--- config.mk ---
export PLATFORM = sky130hd
export DESIGN_NAME = delta_zigzag_byte_plane_encoder
export DESIGN_NICKNAME = d
export VERILOG_FILES = /design/src/sv/dzbp_pkg.sv /design/src/sv/dzbp_front.sv /design/src/sv/dzbp_queue.sv /design/src/sv/dzbp_back.sv /design/src/sv/delta_zigzag_byte_plane_encoder.sv
export SDC_FILE = /design/constraint.sdc
export NUM_CORES = 1
export LEC_CHECK = 0
export BUFFER_PORTS_ARGS = -buffer_cell sky130_fd_sc_hd__buf_2
export CAP_MARGIN = 20
export CORE_ASPECT_RATIO = 1.5
export CORE_MARGIN = 8
export CORE_UTILIZATION = 60
export DETAILED_ROUTE_END_ITERATION = 7
export PLACE_DENSITY_LB_ADDON = 0.2
export SLEW_MARGIN = 25
export SYNTH_ARGS = -nofsm -noshare
export SYNTH_HDL_FRONTEND = slang
export SYNTH_HIERARCHICAL = 1
export SYNTH_SLANG_ARGS = --single-unit
export TNS_END_PERCENT = 50
--- constraint.sdc ---
create_clock -name clk -period 16.9 [get_ports clk]
set_clock_uncertainty 0.2 [all_clocks]
set_input_delay 1.69 -clock clk [delete_from_list [all_inputs] [get_ports clk]]
set_output_delay 1.69 -clock clk [all_outputs]
set_load 0.01 [all_outputs]
--- src/sv/dzbp_pkg.sv ---
// Shared types and constants of the delta/zigzag byte-plane encoder.
package dzbp_pkg;

    localparam int WORD_W      = 64;
    localparam int OFFSET_W    = 48;
    localparam int COUNT_W     = 25;
    localparam int ADDR_W      = 29;
    localparam int BYTE_W      = 8;
    localparam int NUM_WORDS   = 3;
    localparam int REC_BYTES   = NUM_WORDS * WORD_W / BYTE_W;
    localparam int BCNT_W      = $clog2(REC_BYTES);
    localparam int QUEUE_DEPTH = 2;

    localparam logic [BCNT_W-1:0] LAST_BYTE = BCNT_W'(REC_BYTES - 1);

    // One encoded record waiting to be serialized.
    typedef struct packed {
        logic [NUM_WORDS-1:0][WORD_W-1:0] words;
        logic [COUNT_W-1:0]               index;
        logic [COUNT_W-1:0]               stride;
        logic                             block_end;
    } rec_t;

endpackage

--- src/sv/dzbp_front.sv ---
// Front end: takes records, delta/zigzag codes them and tracks block position.
module dzbp_front #(
    parameter int MAX_RECORDS = 16777216
) (
    input  logic                          clk,
    input  logic                          rst_n,
    input  logic                          cfg_valid,
    output logic                          cfg_ready,
    input  logic [dzbp_pkg::COUNT_W-1:0]  cfg_data,
    input  logic                          push,
    input  logic                          q_full,
    input  logic [dzbp_pkg::WORD_W-1:0]   doc_id,
    input  logic [dzbp_pkg::WORD_W-1:0]   position_word,
    input  logic [dzbp_pkg::WORD_W-1:0]   payload_word,
    output logic                          q_write,
    output dzbp_pkg::rec_t                q_data
);
    import dzbp_pkg::*;

    localparam logic [31:0] MAX_W = 32'(MAX_RECORDS);

    logic [COUNT_W-1:0]  record_count_reg;
    logic [WORD_W-1:0]   prev_doc_reg,    prev_doc_next;
    logic [OFFSET_W-1:0] prev_off_reg,    prev_off_next;
    logic [COUNT_W-1:0]  index_reg,       index_next;

    logic [COUNT_W-1:0]  count_eff;
    logic                accept;
    logic [WORD_W-1:0]   doc_delta;
    logic [OFFSET_W-1:0] off_delta;
    logic [WORD_W-1:0]   word0;
    logic [WORD_W-1:0]   word1;
    logic [COUNT_W:0]    index_inc;
    logic                block_end;

    assign cfg_ready = 1'b1;

    always_ff @(posedge clk or negedge rst_n)
    begin
        if (!rst_n)
        begin
            record_count_reg <= '0;
        end
        else if (cfg_valid)
        begin
            record_count_reg <= cfg_data;
        end
    end

    always_comb
    begin
        count_eff = ({7'b0, record_count_reg} > MAX_W) ? MAX_W[COUNT_W-1:0] : record_count_reg;
        accept    = push && !q_full;

        doc_delta = doc_id - prev_doc_reg;
        off_delta = position_word[OFFSET_W-1:0] - prev_off_reg;
        word0     = {doc_delta[WORD_W-2:0], 1'b0} ^ {WORD_W{doc_delta[WORD_W-1]}};
        word1     = {position_word[WORD_W-1:OFFSET_W],
                     {off_delta[OFFSET_W-2:0], 1'b0} ^ {OFFSET_W{off_delta[OFFSET_W-1]}}};

        index_inc = {1'b0, index_reg} + 1'b1;
        block_end = index_inc >= {1'b0, count_eff};

        // An empty block drops the word and leaves the state alone.
        q_write = accept && (count_eff != '0);

        q_data.words     = {payload_word, word1, word0};
        q_data.index     = index_reg;
        q_data.stride    = count_eff;
        q_data.block_end = block_end;

        prev_doc_next = prev_doc_reg;
        prev_off_next = prev_off_reg;
        index_next    = index_reg;
        if (q_write)
        begin
            if (block_end)
            begin
                prev_doc_next = '0;
                prev_off_next = '0;
                index_next    = '0;
            end
            else
            begin
                prev_doc_next = doc_id;
                prev_off_next = position_word[OFFSET_W-1:0];
                index_next    = index_inc[COUNT_W-1:0];
            end
        end
    end

    always_ff @(posedge clk or negedge rst_n)
    begin
        if (!rst_n)
        begin
            prev_doc_reg <= '0;
            prev_off_reg <= '0;
            index_reg    <= '0;
        end
        else
        begin
            prev_doc_reg <= prev_doc_next;
            prev_off_reg <= prev_off_next;
            index_reg    <= index_next;
        end
    end

endmodule

--- src/sv/dzbp_queue.sv ---
// Short record queue between the front end and the byte serializer.
module dzbp_queue (
    input  logic            clk,
    input  logic            rst_n,
    input  logic            wr_en,
    input  dzbp_pkg::rec_t  wr_data,
    output logic            full,
    input  logic            rd_en,
    output logic            rd_valid,
    output dzbp_pkg::rec_t  rd_data
);
    import dzbp_pkg::*;

    localparam int PTR_W = (QUEUE_DEPTH > 1) ? $clog2(QUEUE_DEPTH) : 1;
    localparam int CNT_W = $clog2(QUEUE_DEPTH + 1);
    localparam logic [PTR_W-1:0] LAST_SLOT = PTR_W'(QUEUE_DEPTH - 1);

    rec_t              mem_reg [QUEUE_DEPTH];
    logic [PTR_W-1:0]  wptr_reg, wptr_next;
    logic [PTR_W-1:0]  rptr_reg, rptr_next;
    logic [CNT_W-1:0]  fill_reg, fill_next;

    always_comb
    begin
        full     = fill_reg == CNT_W'(QUEUE_DEPTH);
        rd_valid = fill_reg != '0;
        rd_data  = mem_reg[rptr_reg];

        wptr_next = wptr_reg;
        rptr_next = rptr_reg;
        if (wr_en)
        begin
            wptr_next = (wptr_reg == LAST_SLOT) ? '0 : wptr_reg + 1'b1;
        end
        if (rd_en)
        begin
            rptr_next = (rptr_reg == LAST_SLOT) ? '0 : rptr_reg + 1'b1;
        end
        fill_next = fill_reg + CNT_W'(wr_en) - CNT_W'(rd_en);
    end

    always_ff @(posedge clk)
    begin
        if (wr_en)
        begin
            mem_reg[wptr_reg] <= wr_data;
        end
    end

    always_ff @(posedge clk or negedge rst_n)
    begin
        if (!rst_n)
        begin
            wptr_reg <= '0;
            rptr_reg <= '0;
            fill_reg <= '0;
        end
        else
        begin
            wptr_reg <= wptr_next;
            rptr_reg <= rptr_next;
            fill_reg <= fill_next;
        end
    end

endmodule

--- src/sv/dzbp_back.sv ---
// Back end: serializes a record into 24 addressed bytes through an output register.
module dzbp_back (
    input  logic                         clk,
    input  logic                         rst_n,
    input  logic                         q_valid,
    input  dzbp_pkg::rec_t               q_data,
    output logic                         q_read,
    input  logic                         pop,
    output logic                         empty,
    output logic [dzbp_pkg::ADDR_W-1:0]  byte_address,
    output logic [dzbp_pkg::BYTE_W-1:0]  byte_value,
    output logic                         last_of_record,
    output logic                         last_of_block
);
    import dzbp_pkg::*;

    localparam int SHIFT_W = NUM_WORDS * WORD_W;

    logic                busy_reg;
    logic [SHIFT_W-1:0]  shift_reg;
    logic [ADDR_W-1:0]   addr_reg;
    logic [COUNT_W-1:0]  stride_reg;
    logic                blk_end_reg;
    logic [BCNT_W-1:0]   bcnt_reg;

    logic                out_valid_reg;
    logic [ADDR_W-1:0]   out_addr_reg;
    logic [BYTE_W-1:0]   out_byte_reg;
    logic                out_lrec_reg;
    logic                out_lblk_reg;

    logic                taken;
    logic                emit;
    logic                finish;

    always_comb
    begin
        taken  = pop && out_valid_reg;
        emit   = busy_reg && (!out_valid_reg || taken);
        finish = emit && (bcnt_reg == LAST_BYTE);
        // The next record is loaded in the cycle the current one sends its last byte.
        q_read = q_valid && (!busy_reg || finish);
    end

    always_ff @(posedge clk or negedge rst_n)
    begin
        if (!rst_n)
        begin
            busy_reg      <= 1'b0;
            out_valid_reg <= 1'b0;
        end
        else
        begin
            if (q_read)
            begin
                busy_reg <= 1'b1;
            end
            else if (finish)
            begin
                busy_reg <= 1'b0;
            end

            if (emit)
            begin
                out_valid_reg <= 1'b1;
            end
            else if (taken)
            begin
                out_valid_reg <= 1'b0;
            end
        end
    end

    always_ff @(posedge clk)
    begin
        if (q_read)
        begin
            shift_reg   <= q_data.words;
            addr_reg    <= {{(ADDR_W-COUNT_W){1'b0}}, q_data.index};
            stride_reg  <= q_data.stride;
            blk_end_reg <= q_data.block_end;
            bcnt_reg    <= '0;
        end
        else if (emit)
        begin
            shift_reg <= {{BYTE_W{1'b0}}, shift_reg[SHIFT_W-1:BYTE_W]};
            // Plane stride added once per byte, wrapping at the address width.
            addr_reg  <= addr_reg + {{(ADDR_W-COUNT_W){1'b0}}, stride_reg};
            bcnt_reg  <= bcnt_reg + 1'b1;
        end

        if (emit)
        begin
            out_addr_reg <= addr_reg;
            out_byte_reg <= shift_reg[BYTE_W-1:0];
            out_lrec_reg <= bcnt_reg == LAST_BYTE;
            out_lblk_reg <= (bcnt_reg == LAST_BYTE) && blk_end_reg;
        end
    end

    assign empty          = !out_valid_reg;
    assign byte_address   = out_addr_reg;
    assign byte_value     = out_byte_reg;
    assign last_of_record = out_lrec_reg;
    assign last_of_block  = out_lblk_reg;

endmodule

--- src/sv/delta_zigzag_byte_plane_encoder.sv ---
// Top level of the delta/zigzag byte-plane encoder.
// Each record pushed in (document id, position word, payload) comes out as 24 bytes, one
// per cycle while pop stays high, words in order and bytes little-endian, each tagged with
// its byte-plane address (8*word+byte)*record_count+index modulo 2^29. The rate is set by
// the single-byte result port fed from the serializer's shift register. The front end
// codes a record in the cycle it is pushed and hands it to a two-entry queue, so the next
// records are taken while earlier ones are still being sent; a record's first byte passes
// through the queue, the shift register and the output register. The user must write the
// record count register through the cfg port only while idle; the block does not enforce it.
// A count of zero drops pushed records, and counts above MAX_RECORDS are clamped.
module delta_zigzag_byte_plane_encoder #(
    parameter int MAX_RECORDS = 16777216
) (
    input  logic                         clk,
    input  logic                         rst_n,
    input  logic                         cfg_valid,
    output logic                         cfg_ready,
    input  logic [dzbp_pkg::COUNT_W-1:0] cfg_data,
    input  logic                         push,
    output logic                         full,
    input  logic [dzbp_pkg::WORD_W-1:0]  doc_id,
    input  logic [dzbp_pkg::WORD_W-1:0]  position_word,
    input  logic [dzbp_pkg::WORD_W-1:0]  payload_word,
    input  logic                         pop,
    output logic                         empty,
    output logic [dzbp_pkg::ADDR_W-1:0]  byte_address,
    output logic [dzbp_pkg::BYTE_W-1:0]  byte_value,
    output logic                         last_of_record,
    output logic                         last_of_block
);
    import dzbp_pkg::*;

    logic  q_write;
    rec_t  q_wdata;
    logic  q_read;
    logic  q_valid;
    rec_t  q_rdata;

    dzbp_front #(
        .MAX_RECORDS (MAX_RECORDS)
    ) u_front (
        .clk           (clk),
        .rst_n         (rst_n),
        .cfg_valid     (cfg_valid),
        .cfg_ready     (cfg_ready),
        .cfg_data      (cfg_data),
        .push          (push),
        .q_full        (full),
        .doc_id        (doc_id),
        .position_word (position_word),
        .payload_word  (payload_word),
        .q_write       (q_write),
        .q_data        (q_wdata)
    );

    dzbp_queue u_queue (
        .clk      (clk),
        .rst_n    (rst_n),
        .wr_en    (q_write),
        .wr_data  (q_wdata),
        .full     (full),
        .rd_en    (q_read),
        .rd_valid (q_valid),
        .rd_data  (q_rdata)
    );

    dzbp_back u_back (
        .clk            (clk),
        .rst_n          (rst_n),
        .q_valid        (q_valid),
        .q_data         (q_rdata),
        .q_read         (q_read),
        .pop            (pop),
        .empty          (empty),
        .byte_address   (byte_address),
        .byte_value     (byte_value),
        .last_of_record (last_of_record),
        .last_of_block  (last_of_block)
    );

endmodule

==> metrics.md <==
| Metric | Value |
|---|---|
| Status | `completed` |
| Critical path class | `register to register` |
| VDD IR max | `0.180 mV` |
| Pin count of the biggest net entering global routing | `166` |
| Initial antenna violation count | `8` |
| Die X | `244 um` |
| Core ar. | `0.0774 mm2` |
| Worst path cell trace | `ha_1 -> and3_1 -> and2_1 -> nand2_1 -> nor2_1 -> nand3_1 -> nor2b_1 -> nand3_1 -> xnor2_1 -> ha_1 -> nand3_1 -> nor4_1 -> a211oi_1 -> o211ai_1 -> nor3_1 -> o211ai_1 -> nand2_4 -> clkinv_1 -> o21a_1 -> mux2i_1` |
| Final Cycle Share | `37.7%` |
| Logic gate share of total power | `40.2%` |
| RSZ-0062 raised after global routing | `no` |
| Yosys reg bits | `945` |
| Sw Ratio | `34.1%` |
| DR pass1 iterations | `5` |
| Crit path top cell by count | `nand3_1` |
| Drt wl/cell | `20.1 um` |
| Layout Nets | `4419` |
| Worst R2R Path Depth | `20` |
| CTS tree | `built` |
| Max cap viols | `0` |
| Setup Buffers After CTS | `0` |
| RePlAce Congestion | `0.887` |
| CTS Sinks | `945` |
| Hold Fails Final Rpt | `0` |
| FFs w/ async S/R, synth | `17.8%` |
| Clock Latency Late Sink | `650 ps` |
| Post-synthesis sequential area ratio | `58.5%` |
| Starting density of the core | `60.6%` |
| Number of buffers created by CTS | `88` |
| Die Height | `359 um` |
| Worst slew margin | `25.1%` |
| Clock power frac | `19.8%` |
| Maximum clock rate | `157 MHz` |
| Internal power | `6.61 mW` |
| Syn_area_per_cell | `12.0 um2` |
| Worst path required time | `17280 ps` |
| EDFF count, synth | `768` |
| Most common flop cell mapped by yosys | `edfxtp_1` |
| Power share of the sequential group | `40.0%` |
| Antenna Nets Post-Route | `0` |
| Slowest Stage Delay on Critical Path | `940 ps` |
| Tot GR Track Use | `23.2%` |
| Worst hold stages | `0` |
| LEAKAGE | `21.0 nW` |
| DRT iter0 DRCs | `1984` |
| Worst EP arrival | `6760 ps` |
| FP Rows | `125` |
| Worst Path Max Fanout | `59` |
| PortBufs | `262` |
| First-pass GRT wire length | `162 mm` |
| Share of post-route cells with drive strength above 1 | `17.7%` |
| Gr ovfl total | `0` |
| Hold Path Class | `register to register` |
| Sum Neg Setup Slack | `0 ps` |
| Reg-to-Reg End | `u_front/index_reg[10]` |
| P&R area growth vs syn | `9.05%` |
| Longest Clk Path Bufs | `3` |
| Synth Net Count | `4302` |
| CTS root buf | `clkbuf_16` |
| Final setup viols | `0` |
| DRC Markers | `0` |
| Hold path endpoint | `u_back/byte_value[4]` |
| Pwr dens | `196 mW/mm2` |
| Fin. max-slew vios | `0` |
| Synth cell types | `89` |
| DRT Wirelength | `103 mm` |
| Post-Syn Instances | `3913` |
| Setup crit end kind | `register` |
| Startpoint Class | `register` |
| Hold path startpoint | `u_back/shift_reg[4]` |
| Final min period | `6380 ps` |
| Tot Pwr | `10.0 mW` |
| I/O pin total | `264` |
| Switching power of the nets | `3.42 mW` |
| Worst R2R Setup Slack | `10520 ps` |
| Slew @ Worst Pin | `1120 ps` |
| CTS resizes | `0` |
| Vias per cell | `5.71` |
| Max FFs per register | `486` |
| H-Tree Depth | `3` |
| Clk slew on worst S/H paths | `70 ps` |
| CTS Hold Bufs | `0` |
| Vias in the first global route | `29.7k` |
| Final HPWL DP | `69.8 mm` |
| Die area | `0.0876 mm2` |
| Vias | `29.3k` |
| Synthesized area | `0.0469 mm2` |
| Reg-to-reg startpoint | `u_front/index_reg[0]` |
| Yosys warning count | `6` |
| Critical path's slowest cell | `clkinv_1` |
worst max-delay path, delay by kind of cell, from the launching register on:
kind            cells  cell delay [ps]
simple gates       11             2700
compound gates      4             1090
buf+inv             1              940
fa+ha+maj           2              570
flops               1              460
xor+xnor            1              160
mux                 1              150
power by group through the flow:
stage                     Sequential (mW)  Combinational (mW)  Clock, mW
after floorplan                      4.09                3.22          0
after global placement               4.02                3.93          0
after detailed placement             4.06                4.03          0
after CTS                            4.02                4.05       2.03
after global routing                 4.08                4.44       2.12
final                                4.01                4.03       1.99
stage by stage:
stage               setup slack (ps)  utilization, %  hold WS [ps]  std cells  instance area [um2]
finish                         10520            66.1           221       5126                51200
global route                   10030            66.1           223       5120                51200
CTS                            10530            66.1           216       5120                51200
detailed placement             10390            62.3           205       4956                48300
global placement               10460            62.3           207       4956                48300
floorplan                       2540               -           200       3913                46900
cells in the mapped netlist (all sizes together) (9+ instances only):
| master | instances | share of area (%) |
|---|---|---|
| a211oi | 18 | 0.33 |
| a21o | 65 | 1.0 |
| mux2i | 14 | 0.30 |
| nor4 | 15 | 0.20 |
| nor2b | 17 | 0.23 |
| o31ai | 10 | 0.16 |
| edfxtp | 768 | 49 |
| o21ai | 231 | 2.5 |
| ha | 164 | 4.4 |
| nand3 | 149 | 1.6 |
| mux2 | 268 | 7.7 |
| buf | 169 | 2.6 |
| dfrtp | 168 | 9.0 |
| o21a | 20 | 0.32 |
| clkbuf | 91 | 0.73 |
| inv | 176 | 1.4 |
| and3 | 22 | 0.29 |
| xor2 | 56 | 1.1 |
| and2 | 18 | 0.24 |
| xnor2 | 192 | 3.6 |
| nor3 | 15 | 0.16 |
| nand4 | 34 | 0.45 |
| o21bai | 34 | 0.54 |
| nand2b | 17 | 0.23 |
| a21oi | 182 | 1.9 |
| or3 | 9 | 0.12 |
| nand2 | 743 | 5.9 |
| nor2 | 115 | 0.92 |
| a31oi | 15 | 0.21 |
| dfxtp | 9 | 0.38 |
cells in the final DEF, fill, tap and decap left out, types with 16 or more instances in the layout:
master,synthesis,layout
a21oi_1,181,180
a211oi_1,16,16
o21a_1,20,20
and2_1,18,16
nand4_1,34,34
clkbuf_1,90,19
nand2_1,743,741
o21ai_0,228,227
ha_1,164,164
a21o_1,62,62
nor2_1,115,115
buf_2,35,261
nor2b_1,17,16
nand2b_1,17,16
edfxtp_1,768,768
clkinv_2,0,16
dfrtp_1,168,167
clkbuf_16,0,88
nand3_1,149,149
inv_1,176,174
mux2_2,108,108
mux2_4,160,160
o21bai_1,34,34
xnor2_1,191,191
buf_4,84,21
xor2_1,54,54
and3_1,22,22
kinds of logic after synthesis:
logic type | Yosys count | share of synthesized area [%]
adders and majority gates | 167 | 4.50
muxes | 282 | 8.01
xor gates and xnor gates | 257 | 5.14
AOI/OAI and AO/OA | 650 | 8.46
and+or+nand+nor | 1174 | 10.7
buffers and inverters | 437 | 4.71
other | 1 | 0.00799
DFF | 945 | 58.5
how the worst max path moves through the flow:
stage                                          to  slack, ps                 start
after floorplan             u_queue/mem_reg[0][0]       2540                  push
after global placement    u_queue/mem_reg[0][100]      10460             doc_id[4]
after detailed placement  u_queue/mem_reg[0][105]      10390             doc_id[4]
after CTS                   u_front/index_reg[10]      10530  u_front/index_reg[0]
after global routing        u_front/index_reg[10]      10030  u_front/index_reg[0]
final                       u_front/index_reg[10]      10520  u_front/index_reg[0]
final cells by class:
class,count,area [um2]
Sequential cell,945,27500
Inverter,177,677
Fill cell,5832,26200
Antenna cell,6,15.0
Timing Repair Buffer,287,1540
Tap cell,1016,1270
Clock buffer,113,2360
Clock inverter,51,546
Multi-Input combinational cell,2531,17300
layer usage:
metal	vias up	wire (um)	share of wire, %	global-route usage [%]
li1	14100	-	-	-
met1	14400	41800	41	28.5
met2	676	53500	52	41.9
met3	142	5290	5.1	4.07
met4	6	2380	2.3	6.76
met5	-	36	0.035	0
No activity file was read; power rests on OpenSTA's default activity.
